===== src/oqsr_pkg.sv =====
// Shared types and constants for the ordered queue with search and remove.
package oqsr_pkg;

   localparam int QUEUE_DEPTH_DEFAULT = 256;
   localparam int FIELD_W = 8;
   localparam int ENTRY_W = 3 * FIELD_W;
   localparam int OCC_W = 9;

   typedef enum logic [1:0] {
      OP_APPEND   = 2'd0,
      OP_POP      = 2'd1,
      OP_REMOVE   = 2'd2,
      OP_CONTAINS = 2'd3
   } op_type;

   typedef enum logic [1:0] {
      STAT_OK        = 2'd0,
      STAT_EMPTY     = 2'd1,
      STAT_NOT_FOUND = 2'd2,
      STAT_FULL      = 2'd3
   } status_type;

   typedef enum logic [1:0] {
      ST_IDLE,
      ST_SCAN,
      ST_SHIFT,
      ST_RESULT
   } state_type;

   typedef struct packed {
      logic       latch_req;
      logic       do_append;
      logic       do_pop;
      logic       start_scan;
      logic       scan_en;
      logic       mark_hit;
      logic       shift_en;
      logic       dec_count;
      logic       res_set;
      status_type res_status;
      logic       res_found;
      logic       res_take_frame;
      logic       out_load;
   } cmd_type;

   typedef struct packed {
      logic   full;
      logic   empty;
      logic   cmp_valid;
      logic   cmp_hit;
      logic   cmp_at_end;
      op_type op;
   } stat_type;

endpackage


===== src/oqsr_ctrl.sv =====
// Controller: sequences dispatch, scan, gap closing and result handoff.
module oqsr_ctrl
   import oqsr_pkg::*;
(
   input  logic     clock,
   input  logic     reset,
   input  logic     req_tvalid,
   output logic     req_tready,
   input  op_type   req_op,
   output logic     rsp_tvalid,
   input  logic     rsp_tready,
   input  stat_type stat,
   output cmd_type  cmd
);

   state_type state_ff, state_in;
   logic      rsp_valid_ff, rsp_valid_in;

   always_ff @(posedge clock) begin
      if (reset) begin
         state_ff     <= ST_IDLE;
         rsp_valid_ff <= 1'b0;
      end else begin
         state_ff     <= state_in;
         rsp_valid_ff <= rsp_valid_in;
      end
   end

   always_comb begin
      state_in   = state_ff;
      req_tready = 1'b0;
      cmd        = '0;
      cmd.res_status = STAT_OK;
      unique case (state_ff)
         ST_IDLE: begin
            req_tready = 1'b1;
            if (req_tvalid) begin
               cmd.res_set = 1'b1;
               state_in    = ST_RESULT;
               unique case (req_op)
                  OP_APPEND: begin
                     if (stat.full) begin
                        cmd.res_status = STAT_FULL;
                     end else begin
                        cmd.do_append = 1'b1;
                     end
                  end
                  OP_POP: begin
                     if (stat.empty) begin
                        cmd.res_status = STAT_EMPTY;
                     end else begin
                        cmd.do_pop = 1'b1;
                     end
                  end
                  OP_REMOVE, OP_CONTAINS: begin
                     if (stat.empty) begin
                        cmd.res_status = (req_op == OP_REMOVE) ? STAT_NOT_FOUND : STAT_OK;
                     end else begin
                        cmd.res_set    = 1'b0;
                        cmd.latch_req  = 1'b1;
                        cmd.start_scan = 1'b1;
                        state_in       = ST_SCAN;
                     end
                  end
                  default: ;
               endcase
            end
         end
         ST_SCAN: begin
            cmd.scan_en = 1'b1;
            if (stat.cmp_hit) begin
               cmd.res_set   = 1'b1;
               cmd.res_found = 1'b1;
               if (stat.op == OP_REMOVE) begin
                  cmd.res_take_frame = 1'b1;
                  cmd.mark_hit       = 1'b1;
                  state_in           = ST_SHIFT;
               end else begin
                  state_in = ST_RESULT;
               end
            end else if (stat.cmp_valid && stat.cmp_at_end) begin
               cmd.res_set    = 1'b1;
               cmd.res_status = (stat.op == OP_REMOVE) ? STAT_NOT_FOUND : STAT_OK;
               state_in       = ST_RESULT;
            end
         end
         ST_SHIFT: begin
            cmd.scan_en  = 1'b1;
            cmd.shift_en = 1'b1;
            if (stat.cmp_at_end) begin
               cmd.dec_count = 1'b1;
               state_in      = ST_RESULT;
            end
         end
         ST_RESULT: begin
            if (!rsp_valid_ff || rsp_tready) begin
               cmd.out_load = 1'b1;
               state_in     = ST_IDLE;
            end
         end
         default: state_in = ST_IDLE;
      endcase
   end

   always_comb begin
      if (cmd.out_load) begin
         rsp_valid_in = 1'b1;
      end else if (rsp_tready) begin
         rsp_valid_in = 1'b0;
      end else begin
         rsp_valid_in = rsp_valid_ff;
      end
   end

   assign rsp_tvalid = rsp_valid_ff;

   a_no_overwrite: assert property (@(posedge clock) disable iff (reset)
      cmd.out_load |-> (!rsp_valid_ff || rsp_tready))
      else $error("result register loaded while holding an untaken result");

   a_shift_after_scan: assert property (@(posedge clock) disable iff (reset)
      (state_ff == ST_SHIFT) |-> ($past(state_ff) == ST_SCAN || $past(state_ff) == ST_SHIFT))
      else $error("gap closing entered without a scan hit");

   a_valid_from_result: assert property (@(posedge clock) disable iff (reset)
      $rose(rsp_valid_ff) |-> ($past(state_ff) == ST_RESULT))
      else $error("result presented outside the result state");

endmodule

===== config.mk =====
export PLATFORM = sky130hd
export DESIGN_NAME = oqsr_ctrl
export DESIGN_NICKNAME = d
export VERILOG_FILES = /design/src/oqsr_pkg.sv /design/src/oqsr_ctrl.sv
export SDC_FILE = /design/constraint.sdc
export NUM_CORES = 1
export LEC_CHECK = 0
export BUFFER_PORTS_ARGS = -buffer_cell sky130_fd_sc_hd__buf_2
export CAP_MARGIN = 30
export CORE_AREA = 2 2 39 41
export DETAILED_ROUTE_END_ITERATION = 7
export DIE_AREA = 0 0 41 43
export HOLD_SLACK_MARGIN = 0.03
export MAX_ROUTING_LAYER = met4
export SYNTH_ARGS = -nofsm -noshare
export SYNTH_HDL_FRONTEND = slang
export SYNTH_SLANG_ARGS = --single-unit

===== constraint.sdc =====
create_clock -name clock -period 1.67 [get_ports clock]
set_input_delay 0.0835 -clock clock [delete_from_list [all_inputs] [get_ports clock]]
set_output_delay 0.0835 -clock clock [all_outputs]
set_load 0.01 [all_outputs]

* Word level (Yosys, flattened, before mapping)
Index checks and enable logic that the tools add are counted.
** Cells by class
- Reductions and logical operators :: 9
- Muxes and demuxes :: 42
- Eq/ne operators :: 11
** Operator list (count)
- 2-to-1 mux 2 bit :: 15
- 2-to-1 mux 1 bit :: 20
- equality test 2 bit, second input constant :: 5
- 2-to-1 mux 4 bit :: 2
- case mux 2 bit (4 select lines) :: 1
- 2-to-1 mux 3 bit :: 2
- != test 2 bit, second input constant :: 3
- case mux 2 bit (3 select lines) :: 1
- case mux 3 bit (2 select lines) :: 1
- equality test 2 x 1 -> 1 bit, second input constant :: 2
- zero test 2 bit :: 2
- AND reduction 4 bit :: 1
- OR reduction 2 bit :: 2
- != test 3 bit, second input constant :: 1
- nonzero test 2 bit :: 1
- logical AND 1 bit :: 1
- zero test 1 bit :: 1
- logical OR 1 bit :: 1
** Storage, ports and cells
- Bits of input ports :: 13
- Output and inout port bits :: 16
- Flip-flop bits (word level) :: 3

* Logic depth before layout (Yosys ltp)
- Word-level depth :: 6
- Depth in mapped cells :: 6
- Mapped depth without buffers :: 6

* Worst setup path before layout
OpenSTA, ideal clock, no wires.
- Path type :: register -> register
- From :: register state_ff[0]
- To :: register state_ff[0]
- Setup time :: 136 ps
- Period minus slack after synthesis :: 1423 ps
- Cell stages (with the launch flop) :: 7
- Data required time :: 1534 ps
- Slack :: 247 ps
- Data arrival time :: 1287 ps
- Cell sequence :: dfxtp_1 inv_1 ha_1 nand2b_1 o2111ai_2 a2111oi_0 a211oi_1
** On the way
- Longest elaborated chain between the ends :: 3
- Elaborated cells between the ends (all ways) :: 10
- Classes of those cells :: 7 x eq/ne; 1 x mux; 2 x reduce/logical
** Ends and longest elaborated chain
- from (decl) :: RTL line oqsr_ctrl.sv:16 : state_type state_ff, state_in;
- from (signal assigned) :: RTL line oqsr_ctrl.sv:24 : state_ff <= state_in;
- equality test 2 x 1 -> 1 bit, or another cell as far along :: RTL line oqsr_ctrl.sv:34 : unique case (state_ff)
- != test 3 bit (no line) / != test 2 bit (equally long branches)
- AND reduction 4 bit (no line)
Several ways; a longest one is shown, not always the timed one.
A chain may end at the register's enable or synchronous reset.

==> impl_table.tex <==
\begin{tabular}{lr}
\hline
Metric & Value \\
\hline
\multicolumn{2}{l}{\textbf{STA}} \\
\quad Worst hold slack after final layout & 0.0412 ns \\
\quad Achievable frequency & 0.656 GHz \\
\quad Minimum clock period & 1.53 ns \\
\quad Final critical-path share of the clock period & 91.3\% \\
\quad Final setup violating endpoints & 0 \\
\quad Worst clock skew & 0.00172 ns \\
\quad Max transition margin & 75.5\% \\
\quad Setup TNS Final & 0 ns \\
\quad RSZ-0062 raised after global routing & no \\
\quad Max-slew violation count & 0 \\
\quad Final Hold Viols & 0 \\
\quad Worst Tran Pin Value & 0.358 ns \\
\multicolumn{2}{l}{\textbf{Layout}} \\
\quad Multi-input combinational cell area & 293 um2 \\
\quad Final instance count without filler cells & 91 \\
\quad Layout Utilization & 39.8\% \\
\quad Number of antenna diodes & 0 \\
\quad Fraction of layout instances using a drive strength above 1 & 49.3\% \\
\quad Final layout net count & 93 \\
\quad Layout fillers & 148 \\
\quad Synth-to-layout area growth & 47.2\% \\
\quad Storage cell area & 60.1 um2 \\
\multicolumn{2}{l}{\textbf{Detailed routing}} \\
\quad Wirelength, routed & 883 um \\
\quad Drt drc & 0 \\
\quad Vias per std cell & 4.66 \\
\quad Via total after detailed routing & 424 \\
\quad Number of detailed-route iterations in the first pass & 4 \\
\quad DR iter-0 viols & 5 \\
\quad Wire length per cell & 9.70 um \\
\quad Count of antenna-violating nets left after detailed routing & 0 \\
\multicolumn{2}{l}{\textbf{Worst setup path}} \\
\quad R2R Setup Slk & 0.17 ns \\
\quad Worst-path fanout max & 8 \\
\quad Cell family contributing the most delay on the critical path & simple AND/OR/NAND/NOR gates \\
\quad Critical path data required time & 1.59 ns \\
\quad Crit path buffers/inverters & 2 \\
\quad Ordered list of cells on the worst path & inv\_1 > ha\_4 > nand2\_1 > nor4b\_1 > buf\_2 \\
\quad Critical path data arrival time & 1.44 ns \\
\quad Crit start category & flip-flop \\
\quad Type of the worst setup path & reg -> out \\
\quad Type of destination of the critical path & output port \\
\quad Slowest stage delay, CP & 0.32 ns \\
\quad Max stage delay cell, worst path & sky130\_fd\_sc\_hd\_\_dfxtp\_1 \\
\multicolumn{2}{l}{\textbf{Synthesis}} \\
\quad Most frequently used flop master after synthesis & sky130\_fd\_sc\_hd\_\_dfxtp\_1 \\
\quad Gate count after technology mapping & 46 \\
\quad Syn\_nets & 63 \\
\quad Synth Register Bits & 3 \\
\quad Largest area contributor in the synthesized netlist & sky130\_fd\_sc\_hd\_\_dfxtp\_1 \\
\quad Synthesized area per cell & 8.13 um2 \\
\quad Post-synthesis async set-or-reset flop share & 0\% \\
\quad Ranking of synthesized cells by instance count & 4 x sky130\_fd\_sc\_hd\_\_ha\_1, 3 x sky130\_fd\_sc\_hd\_\_buf\_4, 3 x sky130\_fd\_sc\_hd\_\_dfxtp\_1, 3 x sky130\_fd\_sc\_hd\_\_inv\_1, 3 x sky130\_fd\_sc\_hd\_\_nand2\_1 \\
\quad Number of enable-type register cells in the synthesized netlist & 0 \\
\quad Ranking of synthesized cells by area & sky130\_fd\_sc\_hd\_\_dfxtp\_1 16\%, sky130\_fd\_sc\_hd\_\_ha\_1 13\%, sky130\_fd\_sc\_hd\_\_buf\_4 6.0\% \\
\quad Seq/Total Area, Yosys & 16.1\% \\
\quad Synth Warn \# & 0 \\
\quad Most repeated cell in the gate-level netlist after synthesis & sky130\_fd\_sc\_hd\_\_ha\_1 \\
\quad Yosys cell types & 28 \\
\quad Proportion of netlist area held by the largest area contributor & 16.1\% \\
\quad Netlist area before placement & 374 um2 \\
\multicolumn{2}{l}{\textbf{Global route}} \\
\quad Total Routing Usage GR & 12.0\% \\
\quad Maximum number of pins on one net before global-route repair & 9 \\
\quad Overall overflow remaining after global route & 0 \\
\quad Vias in the first global route & 362 \\
\quad Wire length of the first global-routing pass & 1320 um \\
\quad Initial antenna violation count & 0 \\
\multicolumn{2}{l}{\textbf{Placement}} \\
\quad Global placer's final weighted congestion & 0.780 \\
\quad Placed insts & 87 \\
\quad Total of buffers placed on input and output ports & 28 \\
\quad Estimated wirelength of the detail-placed design & 738 um \\
\multicolumn{2}{l}{\textbf{Floorplan}} \\
\quad X dimension of the die & 41 um \\
\quad Effective utilization at floorplan & 27.0\% \\
\quad Number of core rows & 14 \\
\quad Top Ports & 29 \\
\quad Core area & 0.00138 mm2 \\
\quad Chip height & 43 um \\
\quad Area of the die & 0.00176 mm2 \\
\multicolumn{2}{l}{\textbf{CTS}} \\
\quad Clock Sink Count & 3 \\
\quad Buffers from clock root to sink, at most & 2 \\
\quad TritonCTS clock tree & done \\
\quad Hold buffers post-CTS & 0 \\
\quad Max H-tree Level & 1 \\
\quad Clock latency on the worst-skew pair & 0.24 ns \\
\quad Clock-pin transition on the worst setup and hold timing paths & 0.03 ns \\
\quad CTS root buf & sky130\_fd\_sc\_hd\_\_clkbuf\_4 \\
\quad TritonCTS Buffers & 3 \\
\multicolumn{2}{l}{\textbf{Hold path}} \\
\quad Hold WC Path Type & in -> reg \\
\multicolumn{2}{l}{\textbf{Outcome}} \\
\quad Run status & finished clean \\
\multicolumn{2}{l}{\textbf{Pwr}} \\
\quad Pwr per Cell Area & 1340 mW/mm2 \\
\quad Static leakage & 0.298 nW \\
\quad Peak supply drop & 0.000521 V \\
\multicolumn{2}{l}{\textbf{Job}} \\
\quad Maximum capacitance violations & 0 \\
\hline
\end{tabular}
[final timing paths]
check | from | endpoint | cells past startpoint
setup / recovery | state_ff[0]$_SDFFE_PP0P_ | cmd[11] | 5
hold / removal | reset | state_ff[0]$_SDFFE_PP0P_ | 2
hold reg to reg | state_ff[1]$_SDFFE_PP0P_ | state_ff[1]$_SDFFE_PP0P_ | 2
setup reg to reg | state_ff[1]$_SDFFE_PP0P_ | state_ff[0]$_SDFFE_PP0P_ | 6
[logic make-up (layout without fill, tap and decap cells)]
kind of cell               after synthesis  count (layout)  synth area share [%]
buffers and inverters                    6              35                  9.03
muxes                                    2               2                  5.35
adders and majority gates                4               4                  13.4
DFF                                      3               3                  16.1
AOI/OAI and AO/OA                       11              11                  22.1
and+or+nand+nor                         20              20                  34.1
[cell type report]
type                    instances  area share [%]
repair buffers                 28            25.5
inverters                       3            2.05
multi-input cells              37            53.2
clock buffers                   4            4.77
well taps                      16            3.64
flip-flops and latches          3            10.9
[placed cells by master (no fill, tap or decap), types with 2 or more instances in the layout]
| cell | n |
|---|---|
| sky130_fd_sc_hd__buf_2 | 28 |
| sky130_fd_sc_hd__inv_1 | 3 |
| sky130_fd_sc_hd__nand2_1 | 3 |
| sky130_fd_sc_hd__ha_1 | 3 |
| sky130_fd_sc_hd__clkbuf_4 | 3 |
| sky130_fd_sc_hd__dfxtp_1 | 3 |
| sky130_fd_sc_hd__nor2b_1 | 2 |
| sky130_fd_sc_hd__o21ai_0 | 2 |
| sky130_fd_sc_hd__mux2i_1 | 2 |
| sky130_fd_sc_hd__and2_1 | 2 |
| sky130_fd_sc_hd__nand2b_1 | 2 |
| sky130_fd_sc_hd__a21oi_1 | 2 |
| sky130_fd_sc_hd__nor2_1 | 2 |
[metrics by stage]
stage	area, um2	power, mW	worst slack (ns)
finish	551	0.735	0.145
global route	551	0.823	0.000303
CTS	538	0.712	0.0115
detailed placement	512	0.578	0.132
global placement	512	0.573	0.179
floorplan	374	0.440	0.247
[metal layers]
metal	GRT usage (%)	wire length [um]	vias to the layer above
met3	6.28	67	5
met5	-	0	-
met4	10.0	27	0
met2	16.6	425	15
li1	-	-	221
met1	11.9	362	183
[state kept, by name (all words and copies together) (netlist names)]
signal      flops
rsp_tvalid      1
state_ff        2
[report_power, final]
group	internal [mW]	switching [mW]	leakage, nW
clock	0.0895	0.0383	0.0150
sequential	0.0985	0.0263	0.0248
combinational	0.226	0.257	0.258
[timing repair]
item | 4_1_cts | 5_1_grt
gates resized for setup | 0 | 2
buffers inserted | 0 | 0
endpoints found under the setup margin | 0 | 4
Power figures use the tool's default switching activity.
